## src/hdl/ssk_queue.sv

```systemverilog
// ----------------------------------------------------------------------------
// ssk_queue
// Short first-in first-out queue of classified items between front and back.
// ----------------------------------------------------------------------------
module ssk_queue #(
  parameter int WIDTH = 16,
  parameter int DEPTH = 2,
  localparam int PW = (DEPTH > 1) ? $clog2(DEPTH) : 1,
  localparam int CW = $clog2(DEPTH + 1)
) (
  input  logic             clk_i,
  input  logic             rst_ni,
  input  logic             push_valid_i,
  output logic             push_ready_o,
  input  logic [WIDTH-1:0] push_data_i,
  output logic             pop_valid_o,
  input  logic             pop_ready_i,
  output logic [WIDTH-1:0] pop_data_o
);

  logic [WIDTH-1:0] mem_q [DEPTH];
  logic [PW-1:0]    wr_ptr_q, wr_ptr_d;
  logic [PW-1:0]    rd_ptr_q, rd_ptr_d;
  logic [CW-1:0]    count_q, count_d;
  logic             do_push, do_pop;

  assign push_ready_o = (count_q != CW'(DEPTH));
  assign pop_valid_o  = (count_q != '0);
  assign pop_data_o   = mem_q[rd_ptr_q];
  assign do_push      = push_valid_i && push_ready_o;
  assign do_pop       = pop_valid_o && pop_ready_i;

  always_comb begin
    wr_ptr_d = wr_ptr_q;
    rd_ptr_d = rd_ptr_q;
    count_d  = count_q;
    if (do_push) begin
      wr_ptr_d = (wr_ptr_q == PW'(DEPTH - 1)) ? '0 : wr_ptr_q + 1'b1;
    end
    if (do_pop) begin
      rd_ptr_d = (rd_ptr_q == PW'(DEPTH - 1)) ? '0 : rd_ptr_q + 1'b1;
    end
    if (do_push && !do_pop) begin
      count_d = count_q + 1'b1;
    end else if (do_pop && !do_push) begin
      count_d = count_q - 1'b1;
    end
  end

  always_ff @(posedge clk_i or negedge rst_ni) begin
    if (!rst_ni) begin
      wr_ptr_q <= '0;
      rd_ptr_q <= '0;
      count_q  <= '0;
    end else begin
      wr_ptr_q <= wr_ptr_d;
      rd_ptr_q <= rd_ptr_d;
      count_q  <= count_d;
    end
  end

  always_ff @(posedge clk_i) begin
    if (do_push) begin
      mem_q[wr_ptr_q] <= push_data_i;
    end
  end

endmodule

```

## config.mk

```make
export PLATFORM = sky130hd
export DESIGN_NAME = ssk_queue
export DESIGN_NICKNAME = d
export VERILOG_FILES = /design/src/hdl/ssk_queue.sv
export SDC_FILE = /design/constraint.sdc
export NUM_CORES = 1
export LEC_CHECK = 0
export BUFFER_PORTS_ARGS = -buffer_cell sky130_fd_sc_hd__buf_2
export CAP_MARGIN = 30
export CELL_PAD_IN_SITES_DETAIL_PLACEMENT = 1
export CELL_PAD_IN_SITES_GLOBAL_PLACEMENT = 2
export CORE_MARGIN = 8
export CORE_UTILIZATION = 39
export CTS_CLUSTER_SIZE = 40
export DETAILED_ROUTE_END_ITERATION = 10
export PLACE_DENSITY_LB_ADDON = 0.15
export SLEW_MARGIN = 20
export SYNTH_ARGS = -nofsm -noshare
export SYNTH_HDL_FRONTEND = slang
export SYNTH_SLANG_ARGS = --single-unit
```

## constraint.sdc

```tcl
create_clock -name clk_i -period 4.34 [get_ports clk_i]
set_input_delay 0.217 -clock clk_i [delete_from_list [all_inputs] [get_ports clk_i]]
set_output_delay 0.217 -clock clk_i [all_outputs]
set_load 0.01 [all_outputs]
```

==> reports/qor.txt <==
Status -> finished, final reports clean
Fmax -> 0.4947 GHz
HP Class -> input port to register
Routed vias/inst -> 4.459
Post-synth net total -> 89
Post-route setup slack -> 2319 ps
Seq/Total Area, Yosys -> 0.7565
DR pass1 iterations -> 4
Worst-Skew Late Latency -> 320 ps
CP startpoint kind -> register
Largest area contributor in the synthesized netlist -> edfxtp_1
Mean Syn Cell Area -> 20.63 sq um
Core Region -> 3390 sq um
NetSw -> 326.0 uW
Setup_tns -> 0 ps
First-pass GRT wire length -> 3870 um
Clk network pwr share -> 0.196
Num CTS Buffers -> 5
Layout cells sized above 1 -> 0.5398
CTS Buffer Depth -> 2
Critical Path AT -> 1800 ps
Final Critical Period -> 2021 ps
DIE WIDTH -> 75.97 um
Final core occ -> 0.5035
Ys async rst share -> 0.1111
Tcrit/Tclk final -> 0.4658
Crit. End Element -> primary output
Mapped Area -> 1403 sq um
RSZ-0062 raised after global routing -> no
Place WS -> 2648 ps
Worst-case vdd ir drop -> 0.0003999 V
Slew Viols, Final -> 0
# DRC -> 0
Top-area cell type share of the netlist area -> 0.6851
Most frequent cells after synthesis -> edfxtp_1 (32), mux2_4 (9), mux2_2 (7)
Seq cells post-synth -> 36
CP max FO -> 17
Routed Wire Length -> 2414 um
Most common cell in the synthesized netlist -> edfxtp_1
First DRT Iteration DRCs -> 18
CTS resizes -> 0
Count of final hold-check violations -> 0
Combinational Power Share -> 0.316
Die Y -> 75.97 um
Sequential share of power -> 0.488
Ant. Diodes -> 0
Clk slew on worst S/H paths -> 100 ps
Final antenna-violating net count -> 0
Top_reg_cell synth -> edfxtp_1
Overall routing resource usage -> 0.08658
Endpoints failing setup -> 0
Area delta synth->final -> 21.68%
Slew @ Worst Pin -> 848.4 ps
Clk root buf -> clkbuf_4
Max_slew headroom -> 0.4344
Synthesis Warnings -> 0
Syn Inst Count -> 68
DR vias -> 709
P_leak -> 0.0006893 uW
Synth area leaders -> edfxtp_1 (69%), mux2_4 (9.6%), dfrtp_1 (7.1%)
Max-cap violations -> 0
CP required -> 4120 ps
Int Pwr -> 787.6 uW
Die area -> 5771 sq um
Number of global-route vias before repair -> 825
Nets -> 133
Distinct cells, synth -> 16
GR Overflow Total -> 0
Htree depth -> 2
CTS tree -> built
Hpwl dp -> 1727 um
FP Rows -> 21
# IOs -> 38
Starting Density -> 0.4138
Post-synth EDFFs -> 32
Placer congestion estimate -> 0.6025
Wire per inst -> 15.18 um
CTS Sinks -> 36
Pwr/cell area -> 652.5 nW/um^2
Sw frac -> 0.2927
Layout Skew -> 5.817 ps
I/O Buffers -> 37
Critical path type -> register to primary output
Largest net degree at the start of global routing -> 18
Antenna violations before repair -> 0
-- critical path: stages, from the launching register on --
cell and delay, ps:
dfrtp_1 910, mux2_2 430, buf_2 140
-- timing repair --
action	in CTS	in global routing
hold endpoints to repair	4	0
hold buffers	1	0
setup buffers	0	0
-- cell type report --
type                            count  area [sq um]
Clock buffer                        5         37.54
Clock inverter                      3         37.54
Fill cell                         334          1683
Inverter                            1         3.754
Multi-Input combinational cell     29         306.5
Sequential cell                    36          1061
Tap cell                           46         57.56
Timing Repair Buffer               39         202.7
-- layer usage --
| metal | up-vias | routed length (um) | track usage |
|---|---|---|---|
| met4 | 0 | 36 | 0.03529 |
| met5 | - | 0 | 0 |
| met3 | 6 | 144 | 0.04481 |
| met1 | 334 | 1037 | 0.09456 |
| li1 | 341 | - | - |
| met2 | 28 | 1196 | 0.1380 |
-- power by group through the flow --
stage / registers (uW) / logic [uW] / clock network, uW
6_report: 544 / 351 / 218
5_1_grt: 557 / 380 / 241
4_1_cts: 547 / 361 / 227
3_5_place_dp: 556 / 359 / 0
3_3_place_gp: 550 / 353 / 0
2_1_floorplan: 509 / 296 / 0
-- cell usage in the layout, fill, tap and decap left out, drive strengths merged --
cell type,count
buf,38
edfxtp,32
mux2,16
clkbuf,5
dfrtp,4
xnor2,3
nor2,2
xor2,2
clkinv,2
nand2,2
nand2b,1
inv,1
or2,1
and3,1
ha,1
bufinv,1
dlygate4sd3,1
-- state kept, by name, summed over array words and instances (netlist names) --
register	count
rd_ptr_q	1
count_q	2
wr_ptr_q	1
mem_q	32
-- final timing paths --
| path | startpoint | slack (ps) | to | cells after the start |
|---|---|---|---|---|
| hold reg to reg | count_q[1] | 490 | count_q[1] | 1 |
| setup / recovery | rd_ptr_q | 2320 | pop_data_o[2] | 2 |
| max in group asynchronous | rst_ni | 3990 | wr_ptr_q | 2 |
| hold / removal | push_data_i[8] | 70 | mem_q[0][8] | 1 |
| setup reg to reg | count_q[0] | 2730 | mem_q[1][6] | 2 |
| min in group asynchronous | rst_ni | 220 | count_q[0] | 2 |
-- cells by family after synthesis --
kind of cell             Yosys count  synth area share
XOR/XNOR                           5           0.03123
AND/OR/NAND/NOR                    7           0.02588
flip-flops                        36            0.7565
adder cells (fa/ha/maj)            1          0.008919
buffers and inverters              3           0.02498
multiplexers                      16            0.1525
-- metrics by stage --
stage | power [uW] | hold slack [ps] | std cells | instance area [sq um]
CTS | 1136 | 55.52 | 159 | 1707
finish | 1114 | 74.63 | 159 | 1707
global placement | 903.4 | 28.31 | 150 | 1622
floorplan | 805.4 | -78.59 | 68 | 1403
detailed placement | 914.7 | 32.52 | 150 | 1622
global route | 1178 | 41.59 | 159 | 1707
Power figures use the tool's default switching activity.
