**config.mk**
```make
export PLATFORM = sky130hd
export DESIGN_NAME = ssk_front
export DESIGN_NICKNAME = d
export VERILOG_FILES = /design/src/hdl/ssk_pkg.sv /design/src/hdl/ssk_front.sv
export SDC_FILE = /design/constraint.sdc
export NUM_CORES = 1
export LEC_CHECK = 0
export BUFFER_PORTS_ARGS = -buffer_cell sky130_fd_sc_hd__buf_2
export CAP_MARGIN = 40
export CORE_UTILIZATION = 30
export DETAILED_ROUTE_END_ITERATION = 7
export PLACE_DENSITY = 0.72
export RECOVER_POWER = 50
export SLEW_MARGIN = 5
export SYNTH_ARGS = -nofsm -noshare
export SYNTH_HDL_FRONTEND = slang
export SYNTH_SLANG_ARGS = --single-unit
```
**constraint.sdc**
```tcl
create_clock -name vclk -period 1.95
set_clock_uncertainty 0.1 [all_clocks]
set_input_delay 0.39 -clock vclk [all_inputs]
set_output_delay 0.39 -clock vclk [all_outputs]
set_load 0.005 [all_outputs]
```
**src/hdl/ssk_pkg.sv**
```systemverilog
// ----------------------------------------------------------------------------
// ssk_pkg
// Shared constants, register indexes and types for the Stirling number table.
// ----------------------------------------------------------------------------
package ssk_pkg;

  localparam int MAX_N_DEF   = 64;
  localparam int VALUE_W     = 64;
  localparam int MOD_W       = 31;
  localparam int CFG_W       = 31;
  localparam int CFG_IDX_W   = 2;
  localparam int QUEUE_DEPTH = 2;

  localparam logic [CFG_IDX_W-1:0] CFG_TABLE_ROWS = 2'd0;
  localparam logic [CFG_IDX_W-1:0] CFG_TABLE_COLS = 2'd1;
  localparam logic [CFG_IDX_W-1:0] CFG_MODULUS    = 2'd2;

  typedef struct packed {
    logic lookup;
    logic status;
  } ssk_cls_t;

endpackage

```
**src/hdl/ssk_front.sv**
```systemverilog
// ----------------------------------------------------------------------------
// ssk_front
// Accepts queries and sorts them into table look-ups and immediate answers.
// ----------------------------------------------------------------------------
module ssk_front #(
  parameter int NW = 7
) (
  input  logic              query_valid_i,
  output logic              query_ready_o,
  input  logic [NW-1:0]     query_n_i,
  input  logic [NW-1:0]     query_k_i,
  input  logic [NW-1:0]     eff_rows_i,
  input  logic [NW-1:0]     eff_cols_i,
  input  logic              push_ready_i,
  output logic              push_valid_o,
  output ssk_pkg::ssk_cls_t push_cls_o,
  output logic [NW-1:0]     push_n_o,
  output logic [NW-1:0]     push_k_o
);
  import ssk_pkg::*;

  // The row limit is checked before anything else; k above n is a plain zero.
  always_comb begin
    push_cls_o = '0;
    priority if (query_n_i > eff_rows_i) begin
      push_cls_o.status = 1'b1;
    end else if (query_k_i > query_n_i) begin
      push_cls_o.status = 1'b0;
    end else if (query_k_i > eff_cols_i) begin
      push_cls_o.status = 1'b1;
    end else begin
      push_cls_o.lookup = 1'b1;
    end
  end

  assign push_valid_o  = query_valid_i;
  assign query_ready_o = push_ready_i;
  assign push_n_o      = query_n_i;
  assign push_k_o      = query_k_i;

endmodule

```
==> results.ini, run 1 <==
[run_status]
status=finished with violations
failed_checks=setup timing

[layout]
multi_input_area_um2=713.2
final_cell_area_mm2=0.001101
num_antenna_cells=0
nClkBuffers=0
utilization_pct=55.00
fillers=171
drive_gt1_share_pct=70.59
syn2layout_area_growth_pct=68.58
nNetsFinal=172
final_cells=146
seq_area_um2=0
n_sequential_cell=0

[critical_path]
crit_start=eff_rows_i[4]
cp_cell_sequence=buf_2, inv_2, ha_4, nand4_1, a21oi_2, o22ai_2, and3_1, buf_2
critPathCaptureType=output pin
critical_path.top_delay_family=simple AND/OR/NAND/NOR gates
criticalPathCategory=in -> out
cp-start-kind=input port
slowest_stage=ha_4
path_common_cell=buf_2
crit_required_ns=1.46
critical_path_arrival_ns=1.50
endpoint=push_cls_o[1]
crit_buf_inv=3
cp.depth=8
crit_fanout=2
slowest_delay_ns=0.25

[power]
p_per_area_mw_per_mm2=239.9
combPwrFrac_pct=100.0
clkPwrFrac_pct=0
p_seq_share_pct=0
peakVddDrop_mv=0.09242
p_leak_nw=0.5142
p_int_uw=141.3
switchingPower_uw=122.9
swShare_pct=46.52

[detailed_routing]
drc_errors=0
wire_per_inst_um=12.25
avgViaCountPerCell=4.719
dr.pass1.iters=4
drt-total-wl_um=1789
vias=689
postRouteAntennaNets=0
drtIter0Drc=1

[synthesis]
ys_types=14
synth_top_area_share_pct=40.23
yosysMostFrequentCell=ha_1
yosys.area.top_type=ha_1
syn_area_per_cell_um2=7.257
yosysSeqAreaShare_pct=0
synthTopCellsByCount=21 x ha_1, 20 x inv_1, 16 x buf_4
ys_warn_count=0
synthTopCellsByArea=ha_1 40%, buf_4 18%, inv_1 11%, a21oi_1 7.7%, nand3b_1 3.4%
syn_area_um2=653.1
syn_inst=90
synth_fp_nets=141

[floorplan]
coreArea_mm2=0.002002
die-area_mm2=0.002368
io_pins=48
start_util_pct=32.62
dieWidth_um=48.66
rows=16
fp.dieH_um=48.66

[grt]
antenna_found_initial=0
grt_pass1_wl_um=2787
grt_pass1_vias=677
grt_usage_pct=14.38
grt_max_degree=4
grt_overflow_total=0

[flow_run]
max_cap_viol_count=0

[placement]
dp_hpwl_um=1222
io_buffers=44
place_ws_ns=-0.1067
gp_congestion=0.6373
place_inst=145
dpl_cell_area_um2=787.0

[timing]
drv_slew=0
fin_crit_sh_pct=102.0
setup_tns_ns=-0.05179
rsz0062_at_grt=true
hold_viol_final=0
min_period_ns=1.988
finalSetupViolations=2
max_freq_mhz=503.0
fin_ws_ns=-0.03817
tightestPinTransition_ns=0.1931
slew_headroom_pct=87.04

[clock_network]
ctsHoldBuffers=0

[min_path]
worstHoldStart=query_valid_i
hold_path_class=in -> out

-- through the flow --
| step | power (mW) | hold WS, ns |
|---|---|---|
| 2_1_floorplan | 0.1182 | 0.7608 |
| 3_3_place_gp | 0.1622 | 0.6801 |
| 3_5_place_dp | 0.1681 | 0.6801 |
| 4_1_cts | 0.2340 | 0.6801 |
| 5_1_grt | 0.2911 | 0.6800 |
| 6_report | 0.2641 | 0.6800 |
-- power groups by stage --
stage,registers [mW],clock network [mW],logic (mW)
after floorplan,0,0,0.118
after global placement,0,0,0.162
after detailed placement,0,0,0.168
after CTS,0,0,0.234
after global routing,0,0,0.291
final,0,0,0.264
-- kinds of logic (layout without fill, tap and decap cells) --
group	Yosys count	in the layout	share of synthesized area, %
buffers and inverters	36	65	29.89
adder cells (fa/ha/maj)	21	21	40.23
AO/OA/AOI/OAI	20	20	17.63
AND/OR/NAND/NOR	13	13	12.26
-- layer usage --
layer | global-route usage (%) | vias up | share of wire [%]
li1 | - | 353 | -
met1 | 14.61 | 306 | 34
met2 | 31.71 | 28 | 60
met3 | 0.9434 | 2 | 5.3
met4 | 0.9804 | 0 | 0.11
met5 | 0 | - | 0
-- how the worst min path moves through the flow --
stage | to | depth (start not counted) | slack (ns)
floorplan | push_k_o[0] | 1 | 0.76
global placement | push_valid_o | 0 | 0.68
detailed placement | push_valid_o | 0 | 0.68
CTS | push_valid_o | 0 | 0.68
global route | push_valid_o | 0 | 0.68
finish | push_valid_o | 0 | 0.68
-- repair_timing --
| item | CTS | global route |
|---|---|---|
| pin swaps | 15 | 10 |
| resized for setup | 37 | 17 |
| setup endpoints to repair | 2 | 2 |
| buffers inserted | 0 | 1 |
-- layout make-up --
class | count | area share, %
Inverter | 20 | 7.045
Tap cell | 27 | 3.068
Timing Repair Buffer | 45 | 25.11
Multi-Input combinational cell | 54 | 64.77
-- cell usage in the layout (no fill, tap or decap) --
| cell | count |
|---|---|
| a21oi_1 | 1 |
| a21oi_2 | 9 |
| a21oi_4 | 2 |
| and3_1 | 1 |
| buf_2 | 35 |
| buf_4 | 4 |
| buf_6 | 5 |
| buf_8 | 1 |
| ha_1 | 6 |
| ha_4 | 15 |
| inv_1 | 10 |
| inv_2 | 9 |
| inv_4 | 1 |
| nand2_1 | 3 |
| nand3_1 | 3 |
| nand3b_1 | 3 |
| nand4_1 | 2 |
| nand4_4 | 1 |
| o21ai_1 | 3 |
| o21ai_2 | 1 |
| o22a_1 | 1 |
| o22ai_1 | 2 |
| o22ai_2 | 1 |
Power figures use the tool's default switching activity.
==> run 2, diff against run 1 <==
--- a/config.mk
+++ b/config.mk
@@ -7,6 +7,7 @@
 export LEC_CHECK = 0
 export BUFFER_PORTS_ARGS = -buffer_cell sky130_fd_sc_hd__buf_2
 export CAP_MARGIN = 40
+export CORE_MARGIN = 1.5
 export CORE_UTILIZATION = 30
 export DETAILED_ROUTE_END_ITERATION = 7
 export PLACE_DENSITY = 0.72
==> run 2 against run 1 <==
  * The run still ends with setup timing left
  * Flip-flop and latch count unchanged
  * Largest cell class unchanged
  * Sequential share of layout area stayed put
  * Total power is 16% higher
==> results.ini, run 2 (same netlist as run 1, synthesis figures left out) <==
[min_path]
hold_end=push_valid_o
hold_path_class=in -> out
worstHoldStart=query_valid_i
holdPathStages=0  ; unchanged

[power]
p_per_area_mw_per_mm2=249.8  ; +4.1%
peakVddDrop_mv=0.1110  ; +20%
p_leak_nw=0.5347  ; +4.0%

[timing]
slew_headroom_pct=87.76  ; +0.72 points
min_period_ns=1.982  ; -0.006657 ns
drv_slew=0  ; unchanged
fin_crit_sh_pct=101.6  ; -0.34 points
fin_ws_ns=-0.03151  ; +0.006657 ns
tightestPinTransition_ns=0.1836  ; -0.009542 ns
worst_hold_slack_ns=0.6800  ; unchanged
max_freq_mhz=504.7  ; +0.34%
hold_viol_final=0  ; unchanged
rsz0062_at_grt=true
finalSetupViolations=2  ; unchanged

[detailed_routing]
dr.pass1.iters=2  ; -2
drc_errors=0  ; unchanged
postRouteAntennaNets=0  ; unchanged
avgViaCountPerCell=4.829  ; +2.3%
drtIter0Drc=5  ; +4
vias=705  ; +2.3%
drt-total-wl_um=2083  ; +16%
wire_per_inst_um=14.27  ; +16%

[placement]
dp_hpwl_um=1274  ; +4.3%
gp_congestion=0.6159  ; -3.4%
dpl_cell_area_um2=787.0  ; unchanged
io_buffers=44  ; unchanged

[critical_path]
cp-start-kind=input port
slowest_delay_ns=0.24  ; about the same
critical_path_arrival_ns=1.49  ; about the same
criticalPathCategory=in -> out
cp_cell_sequence=buf_2, inv_2, ha_4, nand4_1, buf_4, o22ai_4, and3_4, buf_6
crit_fanout=2  ; unchanged
crit_required_ns=1.46  ; about the same
crit_start=eff_cols_i[3]
slowest_stage=ha_4
critPathCaptureType=output pin

[run_status]
failed_checks=setup timing
status=finished with violations

[floorplan]
dieWidth_um=49.66  ; +2.1%
rows=16  ; unchanged
fp.dieH_um=49.66  ; +2.1%
coreArea_mm2=0.002002  ; unchanged
die-area_mm2=0.002466  ; +4.2%
io_pins=48  ; unchanged
start_util_pct=32.62  ; unchanged

[layout]
seq_area_um2=0  ; unchanged
fillers=148  ; -13%
multi_input_area_um2=765.7  ; +7.4%
mostFrequentLayoutCell=buf_2
utilization_pct=61.06  ; +6.1 points
layout_common_cells=27 x buf_2, 18 x ha_4, 12 x a21oi_2, 12 x buf_6, 10 x inv_2
drive_gt1_share_pct=80.67  ; +10 points
num_antenna_cells=0  ; unchanged
nNetsFinal=172  ; unchanged
nClkBuffers=0  ; unchanged
syn2layout_area_growth_pct=87.16
final_cell_area_mm2=0.001222  ; +11%
n_sequential_cell=0  ; unchanged

[grt]
grt_overflow_total=0  ; unchanged
grt_pass1_vias=741  ; +9.5%
grt_max_degree=4  ; unchanged
grt_pass1_wl_um=2960  ; +6.2%
antenna_found_initial=0  ; unchanged
grt_usage_pct=14.58  ; +0.20 points

[flow_run]
max_cap_viol_count=0  ; unchanged

[clock_network]
ctsHoldBuffers=0  ; unchanged

[run 2: cell counts in the layout (fill, tap and decap cells not counted)]
No cell type changed its count.
[run 2: how the worst max path moves through the flow]
stage | end | slack, ns | depth (start not counted)
final | push_cls_o[1] | -0.03 | 8
after global routing | push_cls_o[1] | -0.09 | 8
after CTS | push_cls_o[0] | -0.005 | 8
after detailed placement | push_cls_o[0] | -0.14 | 8
after global placement | push_cls_o[0] | -0.11 | 8
after floorplan | push_cls_o[0] | 0.18 | 6
[run 2: repair_timing]
item                       CTS  global route
resized for setup           42            43
pin swaps                   18            18
hold endpoints to repair     0             0
gates cloned                 0             0
buffers inserted             0             1
setup endpoints to repair    2             2
[run 2: routing by layer]
layer / track usage, % / part of all wire [%]
met5: 0 / 0
met4: 3.241 / 0.48
met3: 0.6061 / 4.2
met2: 30.89 / 56
met1: 15.20 / 39
[run 2: stage by stage]
stage / instances / setup WS (ns) / total power, mW / TNS, ns
2_1_floorplan: 90 / 0.1792 / 0.1182 / 0
6_report: 146 / -0.03151 / 0.3054 / -0.04295
3_3_place_gp: 145 / -0.1103 / 0.1626 / -0.1945
4_1_cts: 145 / -0.004800 / 0.2366 / -0.004800
5_1_grt: 146 / -0.09278 / 0.3351 / -0.1641
3_5_place_dp: 145 / -0.1389 / 0.1694 / -0.2602
[run 2: layout make-up]
type	instances	area share, %
Multi-Input combinational cell	54	62.64
Timing Repair Buffer	45	27.64
Inverter	20	6.960
Tap cell	27	2.764
[run 2: power breakdown]
group	switching, mW	internal, mW	total, mW
clock network	0	0	0
registers	0	0	0
logic	0.137	0.168	0.305
total	0.137	0.168	0.305
[run 2: critical path, delay by kind of cell]
| family | cells | cell delay [ns] |
|---|---|---|
| buf+inv | 4 | 0.41 |
| simple gates | 2 | 0.35 |
| fa+ha+maj | 1 | 0.24 |
| compound gates | 1 | 0.11 |
==> run 3, diff against run 2 <==
--- a/config.mk
+++ b/config.mk
@@ -10,7 +10,7 @@
 export CORE_MARGIN = 1.5
 export CORE_UTILIZATION = 30
 export DETAILED_ROUTE_END_ITERATION = 7
-export PLACE_DENSITY = 0.72
+export PLACE_DENSITY = 0.75
 export RECOVER_POWER = 50
 export SLEW_MARGIN = 5
 export SYNTH_ARGS = -nofsm -noshare
==> constraint.sdc (replaced) <==
create_clock -name vclk -period 1.6
set_clock_uncertainty 0.1 [all_clocks]
set_input_delay 0.32 -clock vclk [all_inputs]
set_output_delay 0.32 -clock vclk [all_outputs]
set_load 0.005 [all_outputs]
==> run 3 against run 2 <==
  * The flow still finishes with violations (setup timing)
  * Critical endpoint unchanged
  * Hold slack worse by 0.14 ns
  * Largest power group unchanged
  * Routed wire length up 3.2%
  * Global-route usage down 1.5 points
  * First-iteration DRC count down 20%
  * Via count up 1.4%
  * Largest cell class unchanged
==> results.ini, run 3 (same netlist as run 1, synthesis figures left out) <==
[run_status]
status=finished with violations
failed_checks=setup timing

[critical_path]
crit_required_ns=1.18  ; -0.28 ns
slowest_stage=ha_4
critPathCaptureType=output pin
criticalPathCategory=in -> out
slowest_delay_ns=0.27  ; +0.03 ns
cp-start-kind=input port
cp_cell_sequence=buf_8, ha_4, nand4_1, a21oi_2, o22ai_2, and3_1, buf_2
crit_fanout=3  ; +1
critical_path_arrival_ns=1.43  ; -0.06 ns

[floorplan]
io_pins=48  ; unchanged
coreArea_mm2=0.002002  ; unchanged
fp.dieH_um=49.66  ; unchanged
start_util_pct=32.62  ; unchanged
rows=16  ; unchanged
dieWidth_um=49.66  ; unchanged
die-area_mm2=0.002466  ; unchanged

[timing]
setup_tns_ns=-0.4365  ; -0.3935 ns
rsz0062_at_grt=true
drv_slew=0  ; unchanged
min_period_ns=1.845
fin_crit_sh_pct=115.3
max_freq_mhz=542.0
finalSetupViolations=2  ; unchanged
hold_viol_final=0  ; unchanged
slew_headroom_pct=87.71  ; about the same
fin_ws_ns=-0.2450  ; -0.2135 ns
tightestPinTransition_ns=0.1843  ; +0.0007468 ns

[grt]
grt_max_degree=4  ; unchanged
grt_pass1_wl_um=2677  ; -9.6%
grt_overflow_total=0  ; unchanged
grt_pass1_vias=656  ; -11%
grt_usage_pct=13.07  ; -1.5 points
antenna_found_initial=0  ; unchanged

[detailed_routing]
dr.pass1.iters=4  ; +2
vias=715  ; +1.4%
drtIter0Drc=4  ; -1
avgViaCountPerCell=4.931  ; +2.1%
drc_errors=0  ; unchanged
drt-total-wl_um=2150  ; +3.2%
wire_per_inst_um=14.83  ; +3.9%
postRouteAntennaNets=0  ; unchanged

[layout]
nNetsFinal=171  ; -0.58%
utilization_pct=58.44  ; -2.6 points
multi_input_area_um2=739.5  ; -3.4%
seq_area_um2=0  ; unchanged
syn2layout_area_growth_pct=79.12
fillers=150  ; +1.4%
n_sequential_cell=0  ; unchanged
drive_gt1_share_pct=72.88  ; -7.8 points
nClkBuffers=0  ; unchanged
mostFrequentLayoutCell=buf_2
num_antenna_cells=0  ; unchanged
layout_common_cells=28 x buf_2, 18 x ha_4, 9 x a21oi_2

[power]
p_leak_nw=0.5189  ; -3.0%
p_per_area_mw_per_mm2=299.0  ; +20%
peakVddDrop_mv=0.1262  ; +14%

[flow_run]
max_cap_viol_count=0  ; unchanged

[placement]
io_buffers=44  ; unchanged
gp_congestion=0.6283  ; +2.0%
place_ws_ns=-0.3251  ; -0.1862 ns
dp_hpwl_um=1201  ; -5.7%

[min_path]
hold_path_class=in -> out

[clock_network]
ctsHoldBuffers=0  ; unchanged

## run 3: changes by cell type in the layout (fill, tap and decap cells not counted), moves of 2 or more
cell and delta:
o21ai_2 -2, inv_2 -3, buf_4 +2, a21oi_1 +2, o21ai_1 +2, a21oi_2 -3
inv_1 +2, buf_6 -6
## run 3: repair_timing
| item | in CTS | in global routing |
|---|---|---|
| buffers inserted | 0 | 0 |
| setup endpoints to repair | 2 | 2 |
| pin swaps | 21 | 17 |
| endpoints found under the hold margin | 0 | 0 |
| resized for setup | 42 | 29 |
## run 3: worst max-delay path: cells and delay by family
| kind | cells | cell delay, ns |
|---|---|---|
| AO/OA/AOI/OAI | 2 | 0.27 |
| buffers and inverters | 2 | 0.24 |
| adder cells (fa/ha/maj) | 1 | 0.27 |
| AND/OR/NAND/NOR | 2 | 0.32 |
## run 3: worst paths after layout
check / start / end / slack [ns] / cells past startpoint
max: query_k_i[6] / push_cls_o[1] / -0.25 / 7
min: query_valid_i / push_valid_o / 0.54 / 0
## run 3: report_power, final
| part | internal (mW) | switching (mW) |
|---|---|---|
| sequential | 0 | 0 |
| clock | 0 | 0 |
| combinational | 0.188 | 0.161 |
## run 3: through the flow
step	instances	cell area [um^2]	total power, mW	hold WS (ns)
6_report	145	1170	0.3498	0.5400
5_1_grt	145	1170	0.3782	0.5400
4_1_cts	145	1062	0.2905	0.5401
3_5_place_dp	145	812.0	0.2115	0.5401
3_3_place_gp	145	812.0	0.2041	0.5401
2_1_floorplan	90	678.2	0.1495	0.6208
## run 3: layout make-up
cell class / instances / share of cell area, %
multi-input cells: 54 / 63.21
well taps: 27 / 2.888
repair buffers: 44 / 26.42
inverters: 20 / 7.487
## run 3: metal layers
layer	vias to the layer above	global-route usage, %	part of all wire, %
met5	-	0	0
met4	0	0.9259	0.19
met3	2	1.212	4.6
met2	28	28.00	59
met1	331	13.74	36
li1	354	-	-
